## config.mk

```make
export PLATFORM = sky130hd
export DESIGN_NAME = mtrwg_cell
export DESIGN_NICKNAME = d
export VERILOG_FILES = /design/src/design/mtrwg_pkg.sv /design/src/design/mtrwg_cell.sv
export SDC_FILE = /design/constraint.sdc
export NUM_CORES = 1
export LEC_CHECK = 0
export ABC_AREA = 1
export BUFFER_PORTS_ARGS = -buffer_cell sky130_fd_sc_hd__clkbuf_2
export CAP_MARGIN = 20
export CORE_ASPECT_RATIO = 1.4
export CORE_MARGIN = 1.5
export CORE_UTILIZATION = 39
export CTS_CLUSTER_DIAMETER = 30
export DETAILED_ROUTE_END_ITERATION = 10
export GPL_TIMING_DRIVEN = 0
export PLACE_DENSITY = 0.82
export SETUP_SLACK_MARGIN = 0.5
export SYNTH_ARGS = -nofsm -noshare
export SYNTH_HDL_FRONTEND = slang
export SYNTH_SLANG_ARGS = --single-unit
```

## constraint.sdc

```tcl
create_clock -name clk -period 0.8 [get_ports clk]
set_input_delay 0.16 -clock clk [delete_from_list [all_inputs] [get_ports clk]]
set_output_delay 0.16 -clock clk [all_outputs]
set_load 0.01 [all_outputs]
```

## src/design/mtrwg_pkg.sv

```systemverilog
// Shared types, constants and helper functions for the MT19937 word generator.
`default_nettype none
package mtrwg_pkg;

	typedef logic [31:0] word_t;

	localparam int unsigned MT_WORDS = 624;
	localparam int unsigned MT_SHIFT = 397;
	localparam int unsigned CNT_W    = $clog2(MT_WORDS);

	localparam word_t MT_MATRIX   = 32'h9908_b0df;
	localparam word_t MT_HIGH_BIT = 32'h8000_0000;
	localparam word_t MT_LOW_BITS = 32'h7fff_ffff;
	localparam word_t TEMPER_B    = 32'h9d2c_5680;
	localparam word_t TEMPER_C    = 32'hefc6_0000;

	// LCG x' = 69069*x + 1, plus the two-step form x'' = 69069^2*x + 69070.
	localparam word_t LCG_MUL  = 32'd69069;
	localparam word_t LCG_INC  = 32'd1;
	localparam word_t LCG_MUL2 = 32'd475559465;
	localparam word_t LCG_INC2 = 32'd69070;

	localparam logic OP_SEED = 1'b0;
	localparam logic OP_DRAW = 1'b1;

	typedef enum logic {
		SEED_IDLE,
		SEED_FILL
	} seed_state_t;

	typedef struct packed {
		logic busy;
		logic shift;
	} seed_ctrl_t;

	function automatic word_t temper(input word_t v);
		word_t y;
		y = v;
		y = y ^ (y >> 11);
		y = y ^ ((y << 7) & TEMPER_B);
		y = y ^ ((y << 15) & TEMPER_C);
		y = y ^ (y >> 18);
		return y;
	endfunction

	function automatic word_t twist(input word_t w0, input word_t w1, input word_t wf);
		word_t y;
		word_t v;
		y = (w0 & MT_HIGH_BIT) | (w1 & MT_LOW_BITS);
		v = wf ^ (y >> 1);
		if (y[0]) begin
			v = v ^ MT_MATRIX;
		end
		return v;
	endfunction

endpackage
`default_nettype wire

```

## src/design/mtrwg_cell.sv

```systemverilog
// One state cell of the shift chain: holds a 32-bit word and takes its neighbor's word.
`default_nettype none
module mtrwg_cell (
	input  wire logic          clk,
	input  wire logic          en,
	input  wire mtrwg_pkg::word_t d,
	output mtrwg_pkg::word_t   q
);
	import mtrwg_pkg::*;

	word_t word_q;

	always_ff @(posedge clk) begin
		if (en) begin
			word_q <= d;
		end
	end

	assign q = word_q;

endmodule
`default_nettype wire

```

# Word-level counts from Yosys, hierarchy flattened
# Index checks and enable logic that the tools add are counted.
dict set report totals {
  register_bits 32
  input_bits 34
}

# Logic depth before layout (Yosys ltp)
dict set report depth {
  ltp_word 0
  mapped_depth 0
  ltp_nobuf 0
}

# Least setup slack after synthesis
# No wires, ideal clock.
dict set report synth_path {
  kind {flip-flop to output port}
  start {register word_q[0], in the netlist q[0]}
  end {output q[0]}
  arrival_ns 0.394
  setup_slack_ns 0.246
  stages_incl_launch_ff 1
  cell_sequence {edfxtp_1}
}
# item line
set synth_rtl {}
lappend synth_rtl {{from (decl)} mtrwg_cell.sv:11} ;# word_t word_q;
lappend synth_rtl {{from (signal assigned)} mtrwg_cell.sv:15} ;# word_q <= d;
lappend synth_rtl {{to (decl)} mtrwg_cell.sv:7} ;# output mtrwg_pkg::word_t q
# No word-level cell between the ends.

# Final worst setup path
dict set report layout_path {
  start {register word_q[30], in the netlist q[30]}
  end {output q[30]}
}
# No word-level cell between the ends.

==> metrics.txt <==
# TYPE chip_impl_metric gauge
chip_impl_info{name="grt_setup_unrepaired",value="true"} 1
chip_impl_metric{name="cts.clk_slew.worst_paths",unit="ps"} 80
chip_impl_metric{name="synth_seq_cells",unit=""} 32
chip_impl_metric{name="powerDensity",unit="mW/mm²"} 2200
chip_impl_info{name="worstPathCellList",value="clkbuf_2"} 1
chip_impl_metric{name="first_pass_grt_wire_length",unit="µm"} 2330
chip_impl_info{name="violations",value="negative setup slack"} 1
chip_impl_metric{name="post_synth_edffs",unit=""} 32
chip_impl_metric{name="vias_per_cell",unit=""} 4.69
chip_impl_info{name="critPathSlowestCell",value="sky130_fd_sc_hd__edfxtp_1"} 1
chip_impl_metric{name="synthAdderAreaFrac",unit=""} 0
chip_impl_info{name="synth.area.top_cells",value="sky130_fd_sc_hd__edfxtp_1 100%"} 1
chip_impl_metric{name="die_w",unit="µm"} 45.0
chip_impl_metric{name="post-route-period-util",unit=""} 1.25
chip_impl_metric{name="place_inst",unit=""} 120
chip_impl_metric{name="hold-path-cell-count",unit=""} 1
chip_impl_info{name="element_type_at_the_critical_path_end",value="primary output"} 1
chip_impl_metric{name="start_util",unit=""} 0.406
chip_impl_metric{name="instances_no_fill",unit=""} 126
chip_impl_metric{name="postRouteAntennaNets",unit=""} 0
chip_impl_metric{name="ys_seq_area_frac",unit=""} 1.00
chip_impl_metric{name="stdcell_area",unit="mm²"} 0.00140
chip_impl_metric{name="post-route-drc-count",unit=""} 0
chip_impl_metric{name="drtIter0Drc",unit=""} 6
chip_impl_metric{name="grt_start_max_net_pins",unit=""} 17
chip_impl_metric{name="timing.final.ws_setup",unit="ps"} -201
chip_impl_metric{name="postCtsSetupBuffers",unit=""} 0
chip_impl_metric{name="max-cap-violations",unit=""} 0
chip_impl_metric{name="placementRows",unit=""} 21
chip_impl_metric{name="post_synthesis_net_count",unit=""} 66
chip_impl_metric{name="synthDominantCellAreaShare",unit=""} 1.00
chip_impl_metric{name="drtPass1Iterations",unit=""} 4
chip_impl_metric{name="gp_congestion",unit=""} 0.587
chip_impl_metric{name="syn-instance-count",unit=""} 32
chip_impl_metric{name="power",unit="µW"} 3080
chip_impl_metric{name="multiInputGateArea",unit="µm²"} 0
chip_impl_metric{name="peak_freq",unit="GHz"} 0.999
chip_impl_metric{name="relSlewSlack",unit=""} 0.938
chip_impl_info{name="synthMostInstantiatedCell",value="sky130_fd_sc_hd__edfxtp_1"} 1
chip_impl_info{name="timing.critical_path.max_delay_family",value="flip-flops"} 1
chip_impl_metric{name="synthSimpleGateAreaFrac",unit=""} 0
chip_impl_metric{name="floorplan_core_area",unit="mm²"} 0.00236
chip_impl_metric{name="nFillCells",unit=""} 203
chip_impl_metric{name="maxSlewViolCount",unit=""} 0
chip_impl_metric{name="setup_viol_count_final",unit=""} 32
chip_impl_metric{name="num-multi-input-gates",unit=""} 0
chip_impl_info{name="worst-setup-path-type",value="flip-flop to primary output"} 1
chip_impl_metric{name="clock_sinks",unit=""} 32
chip_impl_metric{name="ir_worst_vdd",unit="mV"} 1.27
chip_impl_metric{name="synthMuxAreaShare",unit=""} 0
chip_impl_metric{name="compound_gate_fraction_of_synth_area",unit=""} 0
chip_impl_info{name="netlist.top_cell.by_area",value="sky130_fd_sc_hd__edfxtp_1"} 1
chip_impl_metric{name="vias_after_detailed_routing",unit=""} 591
chip_impl_metric{name="place_area",unit="mm²"} 0.00132
chip_impl_metric{name="synthXorXnorAreaFrac",unit=""} 0
chip_impl_metric{name="leakage",unit="µW"} 0.000627
chip_impl_metric{name="global_route.usage.total",unit=""} 0.138
chip_impl_metric{name="first_global_vias",unit=""} 530
chip_impl_info{name="min-delay-path-class",value="input port to flip-flop"} 1
chip_impl_info{name="synth.cells.most_frequent",value="32 x sky130_fd_sc_hd__edfxtp_1"} 1
chip_impl_info{name="tritoncts_clock_tree",value="done"} 1
chip_impl_metric{name="place_worst_setup_slack",unit="ps"} -354
chip_impl_info{name="status",value="finished with violations"} 1
chip_impl_metric{name="antennaDiodeCount",unit=""} 0
chip_impl_metric{name="required_time_at_the_worst_slack_endpoint",unit="ps"} 640
chip_impl_metric{name="tritoncts.num_buffers",unit=""} 5
chip_impl_metric{name="clock_tree.buffer_depth",unit=""} 2
chip_impl_metric{name="largest_reg_flops",unit=""} 32
chip_impl_metric{name="ys.warnings.count",unit=""} 0
chip_impl_metric{name="mappedNetlistArea",unit="µm²"} 961
chip_impl_info{name="start_point_of_the_worst_min_delay_path",value="d[22]"} 1
chip_impl_metric{name="path_buf_inv",unit=""} 1
chip_impl_info{name="postSynth.topFlopCell",value="sky130_fd_sc_hd__edfxtp_1"} 1
chip_impl_metric{name="timing_hold_violations_final",unit=""} 0
chip_impl_metric{name="grt_remaining_overflow",unit=""} 0
chip_impl_metric{name="worst_slew_pin_slew",unit="ps"} 92.6
chip_impl_metric{name="nets_final",unit=""} 139
chip_impl_metric{name="cp_data_arrival_time",unit="ps"} 840
chip_impl_metric{name="routed_wirelength",unit="µm"} 1760
chip_impl_info{name="cts_root_buf",value="sky130_fd_sc_hd__clkbuf_4"} 1
chip_impl_metric{name="synth.avg_cell_area",unit="µm²"} 30.0
chip_impl_metric{name="initial_antenna_violation_count",unit=""} 0
chip_impl_metric{name="synthToLayoutAreaGrowth",unit="%"} 45.4
chip_impl_info{name="hold-path-endpoint",value="q[22]"} 1
chip_impl_metric{name="die_y",unit="µm"} 61.7
chip_impl_metric{name="critical_path.max_stage_delay",unit="ps"} 390
chip_impl_metric{name="dieArea",unit="mm²"} 0.00277
chip_impl_metric{name="finalWorstPathRequiredPeriod",unit="ps"} 1000
chip_impl_metric{name="synth-async-reset-ratio",unit=""} 0
chip_impl_metric{name="worstPathMaxFanout",unit=""} 1
chip_impl_metric{name="synth.distinct_cells",unit=""} 1
chip_impl_metric{name="count_of_h_tree_levels_built_during_cts",unit=""} 2
chip_impl_metric{name="io-pin-count",unit=""} 66
chip_impl_metric{name="number_of_port_buffers",unit=""} 65
chip_impl_metric{name="post_route_cells_drive_above_1_share",unit=""} 0.689
chip_impl_metric{name="detail_route.wl_per_cell",unit="µm"} 14.0
chip_impl_info{name="cp-start-kind",value="flip-flop"} 1
==> worst max path at each step <==
stage | startpoint | cells after the start | slack (ps) | to
6_report | q[30] | 1 | -200 | q[30]
5_1_grt | q[30] | 1 | -260 | q[30]
4_1_cts | q[30] | 1 | -230 | q[30]
3_5_place_dp | en | 1 | -350 | q[25]
3_3_place_gp | en | 1 | -300 | q[10]
2_1_floorplan | q[0] | 0 | 250 | q[0]
==> power by group <==
group	switching, µW	internal (µW)	total [µW]
clock	442	293	735
combinational	158	157	316
sequential	35.5	1990	2020
total	636	2440	3080
==> timing repair <==
action / in CTS / in global routing
hold endpoints to repair: 5 / 17
resized for setup: 4 / 0
gates cloned: 1 / 0
endpoints found under the setup margin: 64 / 32
==> metal layers <==
layer / up-vias / GRT usage / wire, µm / share of wire
li1: 274 / - / - / -
met3: 6 / 0.0809 / 153 / 0.087
met4: 0 / 0.101 / 53 / 0.030
met1: 276 / 0.117 / 544 / 0.31
met2: 35 / 0.231 / 1010 / 0.57
met5: - / 0 / 0 / 0
==> per-stage QoR <==
| step | TNS [ps] | util | hold slack, ps |
|---|---|---|---|
| global route | -7460 | 0.591 | -15.4 |
| CTS | -6430 | 0.591 | -3.79 |
| finish | -5690 | 0.591 | 13.1 |
| detailed placement | -11290 | 0.556 | 339 |
| floorplan | 0 | - | 259 |
| global placement | -9720 | 0.556 | 337 |
==> cell usage in the layout, fill, tap and decap left out, drive strengths merged <==
master	count
clkbuf	71
edfxtp	32
==> kinds of logic after synthesis <==
family,Yosys count
DFF,32
==> final cells by class <==
class                   count  area (µm²)  area share
repair buffers             66         370       0.265
clock buffers               5        37.5      0.0269
flip-flops and latches     32         961       0.688
well taps                  23        28.8      0.0206
Power figures use the tool's default switching activity.
