### src/design/mtrwg_pkg.sv
// Shared types, constants and helper functions for the MT19937 word generator.
`default_nettype none
package mtrwg_pkg;

	typedef logic [31:0] word_t;

	localparam int unsigned MT_WORDS = 624;
	localparam int unsigned MT_SHIFT = 397;
	localparam int unsigned CNT_W    = $clog2(MT_WORDS);

	localparam word_t MT_MATRIX   = 32'h9908_b0df;
	localparam word_t MT_HIGH_BIT = 32'h8000_0000;
	localparam word_t MT_LOW_BITS = 32'h7fff_ffff;
	localparam word_t TEMPER_B    = 32'h9d2c_5680;
	localparam word_t TEMPER_C    = 32'hefc6_0000;

	// LCG x' = 69069*x + 1, plus the two-step form x'' = 69069^2*x + 69070.
	localparam word_t LCG_MUL  = 32'd69069;
	localparam word_t LCG_INC  = 32'd1;
	localparam word_t LCG_MUL2 = 32'd475559465;
	localparam word_t LCG_INC2 = 32'd69070;

	localparam logic OP_SEED = 1'b0;
	localparam logic OP_DRAW = 1'b1;

	typedef enum logic {
		SEED_IDLE,
		SEED_FILL
	} seed_state_t;

	typedef struct packed {
		logic busy;
		logic shift;
	} seed_ctrl_t;

	function automatic word_t temper(input word_t v);
		word_t y;
		y = v;
		y = y ^ (y >> 11);
		y = y ^ ((y << 7) & TEMPER_B);
		y = y ^ ((y << 15) & TEMPER_C);
		y = y ^ (y >> 18);
		return y;
	endfunction

	function automatic word_t twist(input word_t w0, input word_t w1, input word_t wf);
		word_t y;
		word_t v;
		y = (w0 & MT_HIGH_BIT) | (w1 & MT_LOW_BITS);
		v = wf ^ (y >> 1);
		if (y[0]) begin
			v = v ^ MT_MATRIX;
		end
		return v;
	endfunction

endpackage
`default_nettype wire

### src/design/mtrwg_seed_gen.sv
// Seed sequencer: runs the LCG and feeds one seeded word per cycle into the chain.
`default_nettype none
module mtrwg_seed_gen (
	input  wire logic             clk,
	input  wire logic             arst_n,
	input  wire logic             load,
	input  wire mtrwg_pkg::word_t seed,
	output mtrwg_pkg::seed_ctrl_t ctrl,
	output mtrwg_pkg::word_t      word
);
	import mtrwg_pkg::*;

	seed_state_t state_q;
	seed_state_t state_nxt;
	logic [CNT_W-1:0] cnt_q;
	word_t x_q;
	word_t x_one;
	word_t x_two;
	logic last;

	// Two LCG steps from the same register: one for the low half, one to advance.
	assign x_one = x_q * LCG_MUL + LCG_INC;
	assign x_two = x_q * LCG_MUL2 + LCG_INC2;
	assign word  = {x_q[31:16], x_one[31:16]};
	assign last  = (cnt_q == CNT_W'(MT_WORDS - 1));

	always_comb begin
		state_nxt = state_q;
		case (state_q)
			SEED_IDLE: begin
				if (load) begin
					state_nxt = SEED_FILL;
				end
			end
			SEED_FILL: begin
				if (last) begin
					state_nxt = SEED_IDLE;
				end
			end
			default: state_nxt = SEED_IDLE;
		endcase
	end

	always_comb begin
		ctrl = '0;
		case (state_q)
			SEED_IDLE: ctrl = '0;
			SEED_FILL: begin
				ctrl.busy  = 1'b1;
				ctrl.shift = 1'b1;
			end
			default: ctrl = '0;
		endcase
	end

	always_ff @(posedge clk or negedge arst_n) begin
		if (!arst_n) begin
			state_q <= SEED_IDLE;
			cnt_q   <= '0;
		end else begin
			state_q <= state_nxt;
			if (load) begin
				cnt_q <= '0;
			end else if (state_q == SEED_FILL) begin
				cnt_q <= cnt_q + CNT_W'(1);
			end
		end
	end

	always_ff @(posedge clk) begin
		if (load) begin
			x_q <= seed;
		end else if (state_q == SEED_FILL) begin
			x_q <= x_two;
		end
	end

endmodule
`default_nettype wire

### config.mk
export PLATFORM = sky130hd
export DESIGN_NAME = mtrwg_seed_gen
export DESIGN_NICKNAME = d
export VERILOG_FILES = /design/src/design/mtrwg_pkg.sv /design/src/design/mtrwg_seed_gen.sv
export SDC_FILE = /design/constraint.sdc
export NUM_CORES = 1
export LEC_CHECK = 0
export BUFFER_PORTS_ARGS = -buffer_cell sky130_fd_sc_hd__buf_2
export CAP_MARGIN = 20
export CORE_MARGIN = 5
export CORE_UTILIZATION = 45
export CTS_BUF_LIST = sky130_fd_sc_hd__clkbuf_8
export CTS_CLUSTER_DIAMETER = 60
export DETAILED_ROUTE_END_ITERATION = 10
export GPL_TIMING_DRIVEN = 0
export MAX_ROUTING_LAYER = met4
export REMOVE_ABC_BUFFERS = 1
export SETUP_SLACK_MARGIN = 0.2
export SLEW_MARGIN = 30
export SYNTH_ARGS = -nofsm -noshare
export SYNTH_HDL_FRONTEND = slang
export SYNTH_SLANG_ARGS = --single-unit
### constraint.sdc
create_clock -name clk -period 8 [get_ports clk]
set_input_delay 1.2 -clock clk [delete_from_list [all_inputs] [get_ports clk]]
set_output_delay 1.2 -clock clk [all_outputs]
set_load 0.005 [all_outputs]
# --- Word level (Yosys, flattened, before mapping) ---
# Cells that the tools add are included.
totals:
  output_inout_bits: 34
  regBits: 43
  inputBits: 35
classes:
  n_addsub: 3
  bitwise_logic: 1
  mux: 8
  n_eq_ne: 1
  n_reduce_logical: 1
  mul: 2
ops:
  columns: ["operator", "count"]
  rows:
  - ["$mux 32", 2]
  - ["$add 32x1->32 const B", 1]
  - ["$add 32x17->32 const B", 1]
  - ["$mul 32x17->32 const B", 1]
  - ["$mul 32x29->32 const B", 1]
  - ["$mux 10", 2]
  - ["$add 10x1->10 const B", 1]
  - ["$eq 10x10->1 const B", 1]
  - ["$pmux 2 s2", 1]
  - ["$mux 1", 2]
  - ["$pmux 1 s2", 1]
  - ["$reduce_bool 2->1", 1]
  - ["$not 1->1", 1]

# --- Logic depth before layout (Yosys ltp) ---
# Gate-level depths: netlist (run 1).
depth:
  depth_word: 4
  depth_mapped: 23
  ltp_nobuf: 23

# --- Least setup slack after synthesis (run 1) ---
# Ideal clock, no wire load.
synth_timing:
  path_type: "register -> output"
  from: "reg x_q[7]"
  to: "out word[12]"
  n_path_buf: 0
  required_ps: 6800
  slack_ps: 1416
  path_stages_with_launch: 19
  arrival_ps: 5384
  path_cell_list: "edfxtp_1 ha_1 xor2_1 ha_1 or2_2 fa_1 fa_1 inv_1 fa_1 inv_1 fa_1 ha_1 a21o_1 a21o_1 a31o_1 a21oi_1 a21oi_1 or3_1 a221oi_1"
synth_between:
  elab_chain_cells: 2
synth_lines:
  columns: ["element", "line", "source"]
  rows:
  - ["from (decl)", "mtrwg_seed_gen.sv:16", "word_t x_q;"]
  - ["from (signal assigned)", "mtrwg_seed_gen.sv:74", "x_q <= x_two;"]
  - ["$mul 32x17->32", "mtrwg_seed_gen.sv:22", "assign x_one = x_q * LCG_MUL + LCG_INC;"]
  - ["$add 32x1->32", "mtrwg_seed_gen.sv:22", null]
  - ["to (decl)", "mtrwg_seed_gen.sv:9", "output mtrwg_pkg::word_t word"]
# No other way between the ends.

# --- Final worst setup path (run 1) ---
layout_timing:
  from: "reg x_q[16]"
  to: "out word[12]"
# Same word-level chain as after synthesis.

==> impl_metrics.csv, run 1 <==
group,metric,value,unit
routing,num_vias,10450,
synthesis,postSynthAreaPerCell,10.13,um^2
clock_network,clk_pin_slew_worst_paths,110,ps
routing,vias_per_cell,4.980,
sta,fin_crit,7552,ps
critical_path,crit_fanout,10,
clock_network,cts_resized,0,
critical_path,arrival,6350,ps
sta,setup_viol,0,
global_routing,grt.overflow.total,0,
finish,drive_gt1_share,7.973,%
critical_path,critPathLaunch,"x_q[16]",
synthesis,synth_cells,1553,
critical_path,r2r_end,"x_q[29]",
sta,worst_pin_slew,816.1,ps
synthesis,synth_enable_flop_cells,32,
finish,regArea,1236,um^2
flow_run,cap_violations,0,
placement,gp_congestion,0.9769,
sta,skew,13.83,ps
clock_network,cts.sinks,43,
routing,drt-initial-drc-count,427,
global_routing,grt_usage,20.43,%
routing,wl_per_cell,17.88,um
critical_path,reg2reg_slack,1160,ps
run_status,status,"finished clean",
floorplanning,ioPinCount,69,
placement,hpwl,32480,um
critical_path,end_kind,"primary output",
synthesis,ys.flop_type,"edfxtp_1",
clock_network,cts_made_buffers,5,
floorplanning,die_area,38810,um^2
routing,drt-total-wl,37500,um
clock_network,post_cts_buffers,0,
clock_network,hold_buffers,0,
finish,antenna_cells,0,
synthesis,synth_seq_cells,43,
finish,most-common-layout-cells,"inv_1, ha_1, fa_1, buf_2, xnor2_1",
sta,finalCritPeriodShare,94.39,%
global_routing,grt_pass1_vias,11030,
sta,tns,0,ps
finish,multi_input_area,12570,um^2
routing,first_pass_iters,5,
critical_path,rr_worst_depth,23,
routing,route.detailed.drc,0,
floorplanning,die_x,197.0,um
floorplanning,core,34540,um^2
routing,ant_nets,0,
floorplanning,fp.dieH,197.0,um
finish,nNetsFinal,2301,
sta,rsz0062_at_grt,"yes",
finish,syn_to_final_growth,7.528,%
hold_path,holdCritPathClass,"reg -> reg",
clock_network,cts_buffer_depth,2,
sta,maxSlewViolCount,0,
clock_network,htreeDepth,2,
global_routing,grt_max_degree,76,
sta,slew_headroom,45.60,%
finish,num-fill-cells,3280,
finish,final_common_cell,"inv_1",
clock_network,root_buffer,"clkbuf_8",
critical_path,crit_end,"word[12]",
floorplanning,rows,68,
floorplanning,start_util,45.56,%
synthesis,synth-seq-area-share,7.854,%
synthesis,syn_area,15740,um^2
clock_network,clk_latency,330,ps
critical_path,timing.rr.start,"x_q[4]",
synthesis,yosys_warnings,0,
clock_network,cts_tree,"built",
synthesis,ys_async_sr_fraction,25.58,%
sta,fmax,132.4,MHz
critical_path,critPathRequiredTime,6800,ps
critical_path,worstSetupStartpointType,"flop",
critical_path,critical_path_class,"reg -> out",
synthesis,synth_cell_types,60,
placement,port_buffers,68,
global_routing,antenna_found_initial,0,
sta,hold_viol,0,
global_routing,grt_pass1_wl,60220,um
[layer usage]
metal	track usage, %	share of wire, %	vias up
li1	-	-	5007
met1	29.56	49	5187
met2	31.47	45	214
met3	2.354	4.0	40
met4	4.058	1.8	0
met5	-	0	-
[worst min path at each step]
stage                   from  cells after the start        to
floorplan           cnt_q[6]                      2  cnt_q[6]
global placement    cnt_q[9]                      2  cnt_q[9]
detailed placement  cnt_q[6]                      2  cnt_q[6]
CTS                 cnt_q[9]                      2  cnt_q[9]
global route        cnt_q[6]                      2  cnt_q[6]
finish              cnt_q[6]                      2  cnt_q[6]
[metrics by stage]
stage	area, um^2	hold WS [ps]	std cells	utilization, %	setup slack, ps
6_report	16920	549.7	2098	48.99	448.5
5_1_grt	16920	576.0	2098	48.99	180.7
4_1_cts	16570	556.0	2056	47.97	211.0
3_5_place_dp	16480	527.7	2048	47.70	592.2
3_3_place_gp	16480	514.3	2048	47.70	652.4
2_1_floorplan	15570	496.6	1525	-	1416
[layout make-up]
cell class	count	area share, %
tap	455	3.364
clock inverter	3	0.1405
timing repair buffer	110	4.111
inverter	469	10.40
multi-input combinational	1013	74.27
sequential	43	7.304
clock buffer	5	0.4066
[sequential cells by signal (all words and copies together) (netlist names)]
| name | count |
|---|---|
| x_q | 32 |
| state_q | 1 |
| cnt_q | 10 |
[worst max-delay path, stage by stage, from the launching register on]
cell and delay (ps):
edfxtp_1 890, ha_1 490, fa_1 520, fa_1 540, inv_1 60, fa_1 490
fa_1 490, inv_1 50, fa_1 430, ha_1 360, a21o_1 180, a31o_1 180
a21oi_1 270, a21oi_1 200, or3_1 420, a221oi_1 270, buf_2 160
[kinds of logic (layout without fill, tap and decap cells)]
family / Yosys count / after routing / share of synthesized area [%]
AO/OA/AOI/OAI: 157 / 157 / 6.750
XOR/XNOR: 82 / 82 / 4.563
adder cells (fa/ha/maj): 624 / 624 / 63.87
buffers and inverters: 497 / 587 / 12.28
flip-flops: 43 / 43 / 7.854
multiplexers: 4 / 4 / 0.2782
AND/OR/NAND/NOR: 146 / 146 / 4.404
[cell usage after synthesis (2+ instances only)]
master,count,area [um^2]
edfxtp_1,32,960.9
a211o_1,3,26.28
and2_1,5,31.28
o21bai_1,6,45.04
nor3_1,6,30.03
ha_1,325,4066
nand4_1,9,56.30
nand3_1,7,35.03
o21ai_0,35,175.2
a31oi_1,2,12.51
xor2_1,24,210.2
clkbuf_1,10,37.54
nand2b_1,5,31.28
nor3b_1,2,15.01
a211oi_1,12,90.09
o21ai_1,8,40.04
o31ai_1,6,45.04
nor2_1,37,138.9
o211ai_1,7,52.55
a2111oi_0,2,17.52
dfrtp_1,11,275.3
nor2b_1,2,12.51
and3_1,7,43.79
o21a_1,4,30.03
a21o_1,17,127.6
nand2_1,51,191.4
a221oi_1,3,26.28
or3_1,7,43.79
inv_1,469,1760
a21oi_1,35,175.2
xnor2_1,58,508.0
mux2_2,3,33.78
buf_4,18,135.1
fa_1,299,5986
Power of run 1 is left out: the tool's default activity adds up to more than one toggle a clock period on the data nets, which glitch-free logic cannot reach.
==> run 2: changes to the inputs <==
- ABC_AREA: not set -> 0
- CORE_UTILIZATION: 45 -> 40
- clock period: 8 -> 8.8 ns (I/O delays scaled with it)
==> impl_metrics.csv, run 2 (synthesized netlist as in run 1, its figures left out) <==
group,metric,value,unit
finish,most-common-layout-cells,"inv_1, ha_1, fa_1, buf_2, xnor2_1",
global_routing,grt_pass1_wl,61190,um
critical_path,end_kind,"primary output",
sta,hold_viol,0,
flow_run,cap_violations,0,
finish,final_common_cell,"inv_1",
sta,rsz0062_at_grt,"no",
run_status,status,"finished clean",
routing,wl_per_cell,17.73,um
routing,route.detailed.drc,0,
floorplanning,ioPinCount,69,
placement,gp_congestion,0.9639,
critical_path,worstSetupStartpointType,"flop",
sta,tns,0,ps
routing,drt-total-wl,37570,um
routing,num_vias,10240,
finish,reg_top3,"x_q x32, cnt_q x10, state_q x1",
placement,hpwl,32920,um
clock_network,clk_pin_slew_worst_paths,90,ps
sta,slew_headroom,39.72,%
clock_network,root_buffer,"clkbuf_8",
routing,first_pass_iters,5,
finish,drive_gt1_share,5.497,%
sta,fin_crit,7925,ps
clock_network,clk_latency,330,ps
global_routing,grt_max_degree,76,
floorplanning,start_util,40.54,%
floorplanning,rows,72,
finish,largest_register_ffs,32,
sta,fmax,126.2,MHz
sta,skew,13.91,ps
global_routing,grt_pass1_vias,11200,
floorplanning,die_x,208.4,um
finish,stdcell_count,2119,
routing,vias_per_cell,4.834,
clock_network,cts_made_buffers,5,
sta,maxSlewViolCount,0,
clock_network,cts_buffer_depth,2,
clock_network,cts.sinks,43,
finish,antenna_cells,0,
sta,worst_pin_slew,904.2,ps
clock_network,hold_buffers,0,
clock_network,cts_resized,0,
critical_path,critPathRequiredTime,7480,ps
sta,setup_viol,0,
clock_network,htreeDepth,2,
clock_network,post_cts_buffers,0,
floorplanning,die_area,43410,um^2
clock_network,cts_tree,"built",
sta,finalCritPeriodShare,90.05,%
finish,regMostFlops,"x_q",
finish,syn_to_final_growth,5.780,%
placement,dp_cells,2111,
critical_path,arrival,6600,ps
floorplanning,core,38830,um^2
critical_path,critical_path_class,"reg -> out",
hold_path,holdCritPathClass,"reg -> reg",
global_routing,antenna_found_initial,0,
placement,port_buffers,68,
critical_path,crit_fanout,10,
routing,ant_nets,0,
routing,drt-initial-drc-count,512,
global_routing,grt_usage,18.38,%
global_routing,grt.overflow.total,0,
floorplanning,fp.dieH,208.4,um
finish,nNetsFinal,2259,
run 2: path summary, 6_finish.rpt:
| kind | from | end | slack, ps | cells after the start |
|---|---|---|---|---|
| worst max-delay path | x_q[14] | word[11] | 880 | 18 |
| worst min-delay path | cnt_q[6] | cnt_q[6] | 550 | 2 |
| max in group asynchronous | arst_n | cnt_q[2] | 7750 | 1 |
| min in group asynchronous | arst_n | cnt_q[4] | 840 | 1 |
| worst max register to register | x_q[14] | x_q[29] | 1790 | 19 |
| worst min register to register | cnt_q[6] | cnt_q[6] | 550 | 2 |
run 2: final cells by class:
cell class,instances,area (um^2)
Fill cell,3748,22180
Multi-Input combinational cell,1013,12570
Inverter,469,1760
Sequential cell,43,1236
Tap cell,518,648.1
Timing Repair Buffer,68,342.8
Clock buffer,6,82.58
Clock inverter,2,8.758
run 2: worst max-delay path, cell delays in order, from the launching register on:
cell and delay, ps:
edfxtp_1 950, ha_1 510, fa_1 570, fa_1 440, fa_1 540, inv_1 50, fa_1 470, inv_1 50
fa_1 430, ha_1 340, a21o_1 170, a21o_1 190, a31o_1 220, a21oi_1 290, nor2_1 150, nor3_1 370
nor2_1 130, o311ai_1 260, buf_2 150
run 2: stage by stage:
stage | hold slack [ps] | worst slack (ps) | utilization, % | cell area [um^2]
after floorplan | 496.6 | 2096 | - | 15570
after global placement | 516.1 | 1338 | 42.64 | 16550
after detailed placement | 530.6 | 1251 | 42.64 | 16560
after CTS | 561.2 | 871.7 | 42.88 | 16650
after global routing | 570.7 | 556.4 | 42.88 | 16650
final | 548.9 | 875.5 | 42.88 | 16650
run 2: metal layers:
metal | wire length (um) | track usage (%) | vias to the layer above | part of all wire (%)
met4 | 1172 | 5.459 | 0 | 3.1
met5 | 0 | - | - | 0
li1 | - | - | 4928 | -
met3 | 1616 | 2.636 | 66 | 4.3
met1 | 17800 | 25.35 | 5027 | 47
met2 | 16970 | 28.42 | 222 | 45
Power of run 2 is left out for the same reason.
